===== src/hw/rtl/fdl_pkg.sv =====
`default_nettype none
package fdl_pkg;

  localparam int SAMPLE_W  = 16;
  localparam int MAX_DELAY = 2048;
  localparam int ADDR_W    = $clog2(MAX_DELAY);
  localparam int DINT_W    = 12;
  localparam int FRAC_W    = 16;
  localparam int COEFF_W   = 17;
  localparam int LEN_MIN_W = $clog2(MAX_DELAY + 1);
  localparam int LEN_W     = (LEN_MIN_W > DINT_W) ? LEN_MIN_W : DINT_W;

  localparam int PADDR_W = 4;
  localparam int PDATA_W = 32;

  localparam logic [1:0] REG_MODE  = 2'd0;
  localparam logic [1:0] REG_DINT  = 2'd1;
  localparam logic [1:0] REG_FRAC  = 2'd2;
  localparam logic [1:0] REG_COEFF = 2'd3;

  localparam logic MODE_ALLPASS = 1'b0;
  localparam logic MODE_LINEAR  = 1'b1;

  localparam logic [DINT_W-1:0]  DINT_RST  = DINT_W'(1);
  localparam logic [FRAC_W-1:0]  FRAC_RST  = '0;
  localparam logic [COEFF_W-1:0] COEFF_RST = COEFF_W'(65536);

  typedef struct packed {
    logic                mode;
    logic [DINT_W-1:0]   delay_int;
    logic [FRAC_W-1:0]   delay_frac;
    logic [COEFF_W-1:0]  allpass_coeff;
  } cfg_t;

  typedef struct packed {
    logic signed [SAMPLE_W-1:0] oldest;
    logic signed [SAMPLE_W-1:0] next;
  } tap_t;

endpackage
`default_nettype wire


===== src/hw/rtl/fdl_cfg.sv =====
`default_nettype none
module fdl_cfg (
  input  wire logic                        clk,
  input  wire logic                        rst_n,
  input  wire logic                        cfg_psel,
  input  wire logic                        cfg_penable,
  input  wire logic                        cfg_pwrite,
  input  wire logic [fdl_pkg::PADDR_W-1:0] cfg_paddr,
  input  wire logic [fdl_pkg::PDATA_W-1:0] cfg_pwdata,
  output logic      [fdl_pkg::PDATA_W-1:0] cfg_prdata,
  output logic                             cfg_pready,
  output fdl_pkg::cfg_t                    cfg
);
  import fdl_pkg::*;

  logic               mode_r;
  logic [DINT_W-1:0]  dint_r;
  logic [FRAC_W-1:0]  frac_r;
  logic [COEFF_W-1:0] coeff_r;
  logic [1:0]         idx;
  logic               wr_en;

  assign cfg_pready = 1'b1;
  assign idx   = cfg_paddr[3:2];
  assign wr_en = cfg_psel & cfg_penable & cfg_pwrite & cfg_pready;

  always_ff @(posedge clk) begin
    if (!rst_n) begin
      mode_r  <= MODE_LINEAR;
      dint_r  <= DINT_RST;
      frac_r  <= FRAC_RST;
      coeff_r <= COEFF_RST;
    end else if (wr_en) begin
      case (idx)
        REG_MODE:  mode_r  <= cfg_pwdata[0];
        REG_DINT:  dint_r  <= cfg_pwdata[DINT_W-1:0];
        REG_FRAC:  frac_r  <= cfg_pwdata[FRAC_W-1:0];
        REG_COEFF: coeff_r <= cfg_pwdata[COEFF_W-1:0];
        default: ;
      endcase
    end
  end

  always_comb begin
    case (idx)
      REG_MODE:  cfg_prdata = PDATA_W'(mode_r);
      REG_DINT:  cfg_prdata = PDATA_W'(dint_r);
      REG_FRAC:  cfg_prdata = PDATA_W'(frac_r);
      REG_COEFF: cfg_prdata = PDATA_W'(coeff_r);
      default:   cfg_prdata = '0;
    endcase
  end

  assign cfg.mode          = mode_r;
  assign cfg.delay_int     = dint_r;
  assign cfg.delay_frac    = frac_r;
  assign cfg.allpass_coeff = coeff_r;

endmodule
`default_nettype wire


===== config.mk =====
export PLATFORM = sky130hd
export DESIGN_NAME = fdl_cfg
export DESIGN_NICKNAME = d
export VERILOG_FILES = /design/src/hw/rtl/fdl_pkg.sv /design/src/hw/rtl/fdl_cfg.sv
export SDC_FILE = /design/constraint.sdc
export NUM_CORES = 1
export LEC_CHECK = 0
export BUFFER_PORTS_ARGS = -buffer_cell sky130_fd_sc_hd__buf_2
export CELL_PAD_IN_SITES_DETAIL_PLACEMENT = 1
export CELL_PAD_IN_SITES_GLOBAL_PLACEMENT = 1
export CORE_MARGIN = 3
export CORE_UTILIZATION = 32
export DETAILED_ROUTE_END_ITERATION = 16
export PLACE_DENSITY = 0.86
export SLEW_MARGIN = 20
export SYNTH_ARGS = -nofsm -noshare
export SYNTH_HDL_FRONTEND = slang
export SYNTH_SLANG_ARGS = --single-unit

===== constraint.sdc =====
create_clock -name clk -period 3.3 [get_ports clk]
set_input_delay 0.99 -clock clk [delete_from_list [all_inputs] [get_ports clk]]
set_output_delay 0.99 -clock clk [all_outputs]
set_load 0.02 [all_outputs]

==> results of run 1 <==
## power by group through the flow
stage | sequential [mW] | combinational, mW | clock, mW
3_5_place_dp | 0.581 | 0.131 | 0
5_1_grt | 0.569 | 0.142 | 0.448
3_3_place_gp | 0.580 | 0.128 | 0
2_1_floorplan | 0.588 | 0.0872 | 0
4_1_cts | 0.568 | 0.131 | 0.423
6_report | 0.567 | 0.129 | 0.410
## worst reg2reg max path, stage by stage (launching register included)
cell	delay [ns]
dfxtp_1	0.33
o21ai_0	0.07
o311ai_0	0.16
## metrics by stage
stage               power, mW  instances  worst slack [ns]  hold WS (ns)
global route             1.16        393             0.170         0.503
CTS                      1.12        393             0.211         0.483
finish                   1.11        393             0.235         0.478
global placement        0.708        385             0.206         0.455
detailed placement      0.711        385             0.214         0.465
floorplan               0.676        244             0.306         0.499
## sequential cells by signal, summed over array words and instances (netlist names)
signal / flops
dint_r: 12
frac_r: 16
mode_r: 1
coeff_r: 17
## cell usage in the layout (no fill, tap or decap)
master     instances
bufinv_16          1
nor2b_1            8
nor3_1             1
o21ai_0            1
nand3_2            1
buf_2             86
o311ai_0           1
conb_1            16
inv_1              1
mux4_2             1
nor3b_2            1
buf_12             3
mux2_2            11
nor2_2             1
dfxtp_1           46
a22o_1            11
mux2i_1           49
clkbuf_8           5
nand2_1           60
and3_1             1
clkbuf_1           2
buf_4              8
or3b_1             1
## cell families after synthesis
logic type | Yosys count
flops | 46
simple gates | 74
compound gates | 13
mux | 61
buf+inv | 34
other cells | 2
## layout make-up
class	instances	share of cell area
Multi-Input combinational cell	164	0.403
Sequential cell	46	0.328
Timing Repair Buffer	97	0.196
Tap cell	77	0.0343
Clock buffer	7	0.0272
Clock inverter	1	0.0107
Inverter	1	0.00134
## worst paths after layout
path | startpoint | end | cells past startpoint
max | cfg_paddr[2] | cfg_prdata[6] | 5
min | dint_r[3] | dint_r[3] | 2
max reg2reg | coeff_r[16] | coeff_r[16] | 2
min reg2reg | dint_r[3] | dint_r[3] | 2
## routing by layer
metal	global-route usage	part of all wire
met5	0	0
met4	0.0379	0.012
met3	0.0350	0.062
met2	0.276	0.50
met1	0.191	0.43
==> results by group, run 1 <==
Outcome
  • Status: finished, final reports clean

Clock tree
  • CTS tree: done
  • Hold_buf cts: 0
  • CTS Buf Count: 5
  • Post-CTS sizing: 0
  • Clock root buffer: clkbuf_8
  • Max Root-Sink Buffers: 2
  • CTS Sinks: 46
  • Clk pin slew, worst setup/hold paths: 0.09 ns
  • Clk_lat worst skew: 0.28 ns
  • Htree depth: 2
  • Post-CTS Setup Bufs: 0

Global routing
  • Initial antenna violation count: 0
  • Pin count of the biggest net entering global routing: 34
  • Total GRT Usage: 0.156
  • Number of global-route vias before repair: 1,896
  • Global-route wire length before repair: 9560 µm
  • GRT overflow: 0

Worst setup path
  • Slowest CP cell: mux2_2
  • Worst Path Buf+Inv: 3
  • Setup crit start kind: primary input
  • Top delay family on crit path: buffers and inverters
  • R2r setup slk: 2.60 ns
  • CP Class: in -> out
  • Worst path arrival time: 2.07 ns
  • Crit Path Max Fanout: 9
  • Worst Path Required: 2.31 ns
  • CP Capture Type: output port
  • Worst path cell trace: buf_2 > buf_4 > mux2_2 > a22o_1 > buf_2
  • CP dominant cell by count: buf_2
  • Slowest stage delay, CP: 0.32 ns

Hold path
  • Worst hold path class: reg -> reg

Synth
  • Synth cell count leaders: 60 x nand2_1, 49 x mux2i_1, 46 x dfxtp_1
  • Proportion of synthesized area in mux cells: 0.288
  • EDFF count, synth: 0
  • Ys flop type: dfxtp_1
  • Post-synthesis xor/xnor area fraction: 0
  • Dominant cells by area after synthesis: dfxtp_1 42%, mux2i_1 22%, nand2_1 10%
  • Compound-Gate Fraction of Synth Area: 0.0498
  • Seq cells post-synth: 46
  • Netlist cell types: 22
  • Largest family of logic cells by synthesized area: multiplexers
  • Adder-cell area share of the yosys netlist: 0
  • Share of flip-flops with an asynchronous set or reset: 0
  • Count leader, synth: nand2_1
  • Syn Inst Count: 230
  • Largest area contributor in the netlist: dfxtp_1
  • Post-synthesis cell area: 2210 µm²
  • Area share of the largest cell type after synthesis: 0.416
  • Syn avg cell area: 9.62 µm²
  • Synth Area in Simple Gates: 0.144
  • Seq/Total Area, Yosys: 0.416
  • Synthesis Warnings: 0

Detailed routing
  • Avg WL per Cell: 15.7 µm
  • Routed WL: 6180 µm
  • DRC viols: 0
  • Antenna Nets Post-Route: 0
  • DR vias/cell: 4.75
  • Via count: 1,866
  • Drt first-iter violations: 42
  • First drt pass iteration count: 4

Finish
  • Multi-input gate area: 1130 µm²
  • Finished Cell Area: 2810 µm²
  • Filler Cell Count: 792
  • Final core occ: 0.430
  • Area grow syn2layout: 27.0%
  • Share of layout cells above drive strength 1: 0.373
  • N_diodes: 0
  • Reg area: 921 µm²
  • Nets: 356

STA
  • Relative slew slack: 0.299
  • Clk_skew: 0 ns
  • Hold Vio Cnt, Final: 0
  • Least-Margin Pin Slew: 1.05 ns
  • Setup TNS after final layout: 0 ns
  • Tcrit/Tclk final: 0.929
  • Slew Limit Fails: 0
  • Max Fclk: 0.326 GHz
  • Count of final setup violators: 0
  • Post-route minimum period: 3.06 ns
  • RSZ-0062 raised after global routing: false

Power
  • Seq pwr share: 0.513
  • Combinational power share: 0.117
  • P_int: 0.835 mW
  • Switching share of total power: 0.245
  • Clk pwr share: 0.371
  • IR drop worst, VDD: 0.149 mV
  • Pwr Density: 394 nW/µm²
  • Switching power: 0.271 mW
  • Leak Pwr: 1.41 nW

Floorplanning
  • # IOs: 120
  • Core area: 6530 µm²
  • Row count: 29
  • Die height: 89.1 µm
  • Initial Utilization: 0.339
  • Die Wd: 89.1 µm
  • Die ar.: 7950 µm²

Place
  • Placed Area: 2700 µm²
  • Hpwl dp: 4750 µm
  • Port Buffers: 86
  • GPL Wtd Cong: 0.686

Run
  • Max Cap Viol: 0
No activity file was read; power rests on OpenSTA's default activity.
==> run 2, diff against run 1 <==
CORE_UTILIZATION = 34   (was 32)
PLACE_DENSITY = 0.9   (was 0.86)
clock period = 4 ns   (was 3.3 ns; I/O delays follow)
==> results by group, run 2 (synthesis gave the netlist of run 1 again) <==
Outcome
  • Status: finished, final reports clean (unchanged)

Detailed routing
  • Routed WL: 6010 µm (was 6180 µm)
  • Antenna Nets Post-Route: 0 (unchanged)
  • Avg WL per Cell: 15.6 µm (was 15.7 µm)
  • DR vias/cell: 4.82 (was 4.75)
  • Via count: 1,860 (was 1,866)
  • Drt first-iter violations: 57 (was 42)
  • DRC viols: 0 (unchanged)
  • First drt pass iteration count: 4 (unchanged)

Floorplanning
  • Core area: 6100 µm² (was 6530 µm²)
  • Row count: 28 (was 29)
  • Die height: 86.7 µm (was 89.1 µm)
  • Die Wd: 86.7 µm (was 89.1 µm)
  • Die ar.: 7510 µm² (was 7950 µm²)
  • # IOs: 120 (unchanged)
  • Initial Utilization: 0.363 (was 0.339)

Clock tree
  • Post-CTS Setup Bufs: 0 (unchanged)
  • Clock root buffer: clkbuf_8 (unchanged)
  • CTS Sinks: 46 (unchanged)
  • Post-CTS sizing: 0 (unchanged)
  • Hold_buf cts: 0 (unchanged)
  • CTS Buf Count: 5 (unchanged)
  • Max Root-Sink Buffers: 2 (unchanged)
  • CTS tree: done (unchanged)
  • Clk_lat worst skew: 0.29 ns (was 0.28 ns)
  • Clk pin slew, worst setup/hold paths: 0.08 ns (was 0.09 ns)
  • Htree depth: 2 (unchanged)

Power
  • Combinational power share: 0.116 (was 0.117)
  • Switching share of total power: 0.261 (was 0.245)
  • Clk pwr share: 0.340 (was 0.371)
  • IR drop worst, VDD: 0.137 mV (was 0.149 mV)
  • P_int: 0.636 mW (was 0.835 mW)
  • Switching power: 0.224 mW (was 0.271 mW)
  • Pwr Density: 316 nW/µm² (was 394 nW/µm²)
  • Seq pwr share: 0.544 (was 0.513)
  • Leak Pwr: 1.37 nW (was 1.41 nW)
  • Total power: 0.860 mW (was 1.11 mW)

Finish
  • Final core occ: 0.446 (was 0.430)
  • Biggest register: coeff_r (unchanged)
  • Commonest non-fill, non-tap cells in the layout: 85 x buf_2, 60 x nand2_1, 49 x mux2i_1 (was 86 x buf_2, 60 x nand2_1, 49 x mux2i_1)
  • N_diodes: 0 (unchanged)
  • Biggest regs: coeff_r (17), frac_r (16), dint_r (12) (unchanged)
  • Share of layout cells above drive strength 1: 0.367 (was 0.373)
  • Area grow syn2layout: 22.9% (was 27.0%)
  • Nets: 351 (was 356)
  • Commonest non-fill, non-tap cell in the layout: buf_2 (unchanged)
  • Final Non-Filler Cells: 386 (was 393)
  • Number of flip-flops in the largest register: 17 (unchanged)

STA
  • Max Fclk: 0.279 GHz
  • Relative slew slack: 0.348 (was 0.299)
  • Setup TNS after final layout: 0 ns (unchanged)
  • Slew Limit Fails: 0 (unchanged)
  • Clk_skew: 0 ns (unchanged)
  • Count of final setup violators: 0 (unchanged)
  • Post-route minimum period: 3.58 ns
  • Hold Vio Cnt, Final: 0 (unchanged)
  • Tcrit/Tclk final: 0.896
  • Least-Margin Pin Slew: 0.978 ns (was 1.05 ns)
  • RSZ-0062 raised after global routing: false (unchanged)

Place
  • GPL Wtd Cong: 0.746 (was 0.686)
  • Hpwl dp: 4370 µm (was 4750 µm)
  • Port Buffers: 86 (unchanged)
  • DP Cell Count: 378 (was 385)

Hold path
  • Worst hold path class: reg -> reg (unchanged)
  • Hold Path Depth: 2 (unchanged)

Worst setup path
  • Worst path arrival time: 2.38 ns (was 2.07 ns)
  • CP Capture Type: output port (unchanged)
  • Crit Path Max Fanout: 20 (was 9)
  • Worst Path Required: 2.80 ns (was 2.31 ns)
  • Cell count of the worst reg-to-reg path: 2 (unchanged)
  • CP Class: in -> out (unchanged)
  • Setup crit start kind: primary input (unchanged)

Global routing
  • Initial antenna violation count: 0 (unchanged)
  • Global-route wire length before repair: 9710 µm (was 9560 µm)
  • Number of global-route vias before repair: 1,918 (was 1,896)
  • Total GRT Usage: 0.165 (was 0.156)
  • Pin count of the biggest net entering global routing: 64 (was 34)
  • GRT overflow: 0 (unchanged)

Run
  • Max Cap Viol: 0 (unchanged)
run 2: cell types whose count changed in the layout (fill, tap and decap cells not counted), sizes merged:
| cell | change |
|---|---|
| bufinv | -1 |
| buf | -5 |
| clkinv | +1 |
run 2: layout make-up:
| class | instances | area (µm²) |
|---|---|---|
| well taps | 75 | 93.8 |
| clock buffers | 7 | 86.3 |
| fillers | 749 | 3380 |
| inverters | 1 | 3.75 |
| clock inverters | 1 | 5.00 |
| multi-input cells | 164 | 1130 |
| repair buffers | 92 | 478 |
| flip-flops and latches | 46 | 921 |
run 2: worst paths after layout:
check | from | endpoint | slack, ns
setup / recovery | cfg_paddr[2] | cfg_prdata[9] | 0.42
hold / removal | coeff_r[8] | coeff_r[8] | 0.48
setup reg to reg | frac_r[8] | frac_r[8] | 3.30
hold reg to reg | coeff_r[8] | coeff_r[8] | 0.48
run 2: power by group through the flow:
stage | Combinational, mW | Sequential, mW | Clock [mW]
2_1_floorplan | 0.0719 | 0.485 | 0
3_3_place_gp | 0.0987 | 0.478 | 0
3_5_place_dp | 0.101 | 0.479 | 0
4_1_cts | 0.101 | 0.468 | 0.302
5_1_grt | 0.110 | 0.469 | 0.330
6_report | 0.100 | 0.468 | 0.292
run 2: stage by stage:
step	cell area [µm²]	hold WS (ns)	setup WS, ns
after global placement	2630	0.454	0.423
after floorplan	2260	0.499	0.586
after global routing	2720	0.505	0.316
final	2720	0.476	0.415
after detailed placement	2630	0.467	0.400
after CTS	2720	0.480	0.401
run 2: metal layers:
layer  track usage  up-vias  part of all wire
met4        0.0368        0             0.012
met3        0.0542        7             0.077
met2         0.281       70              0.49
li1              -      895                 -
met1         0.202      888              0.42
met5             0        -                 0
run 2: worst max-delay path, stage by stage:
cell and delay, ns:
buf_2 0.42, nor2b_1 0.23, buf_4 0.20, a22o_1 0.17
buf_2 0.16
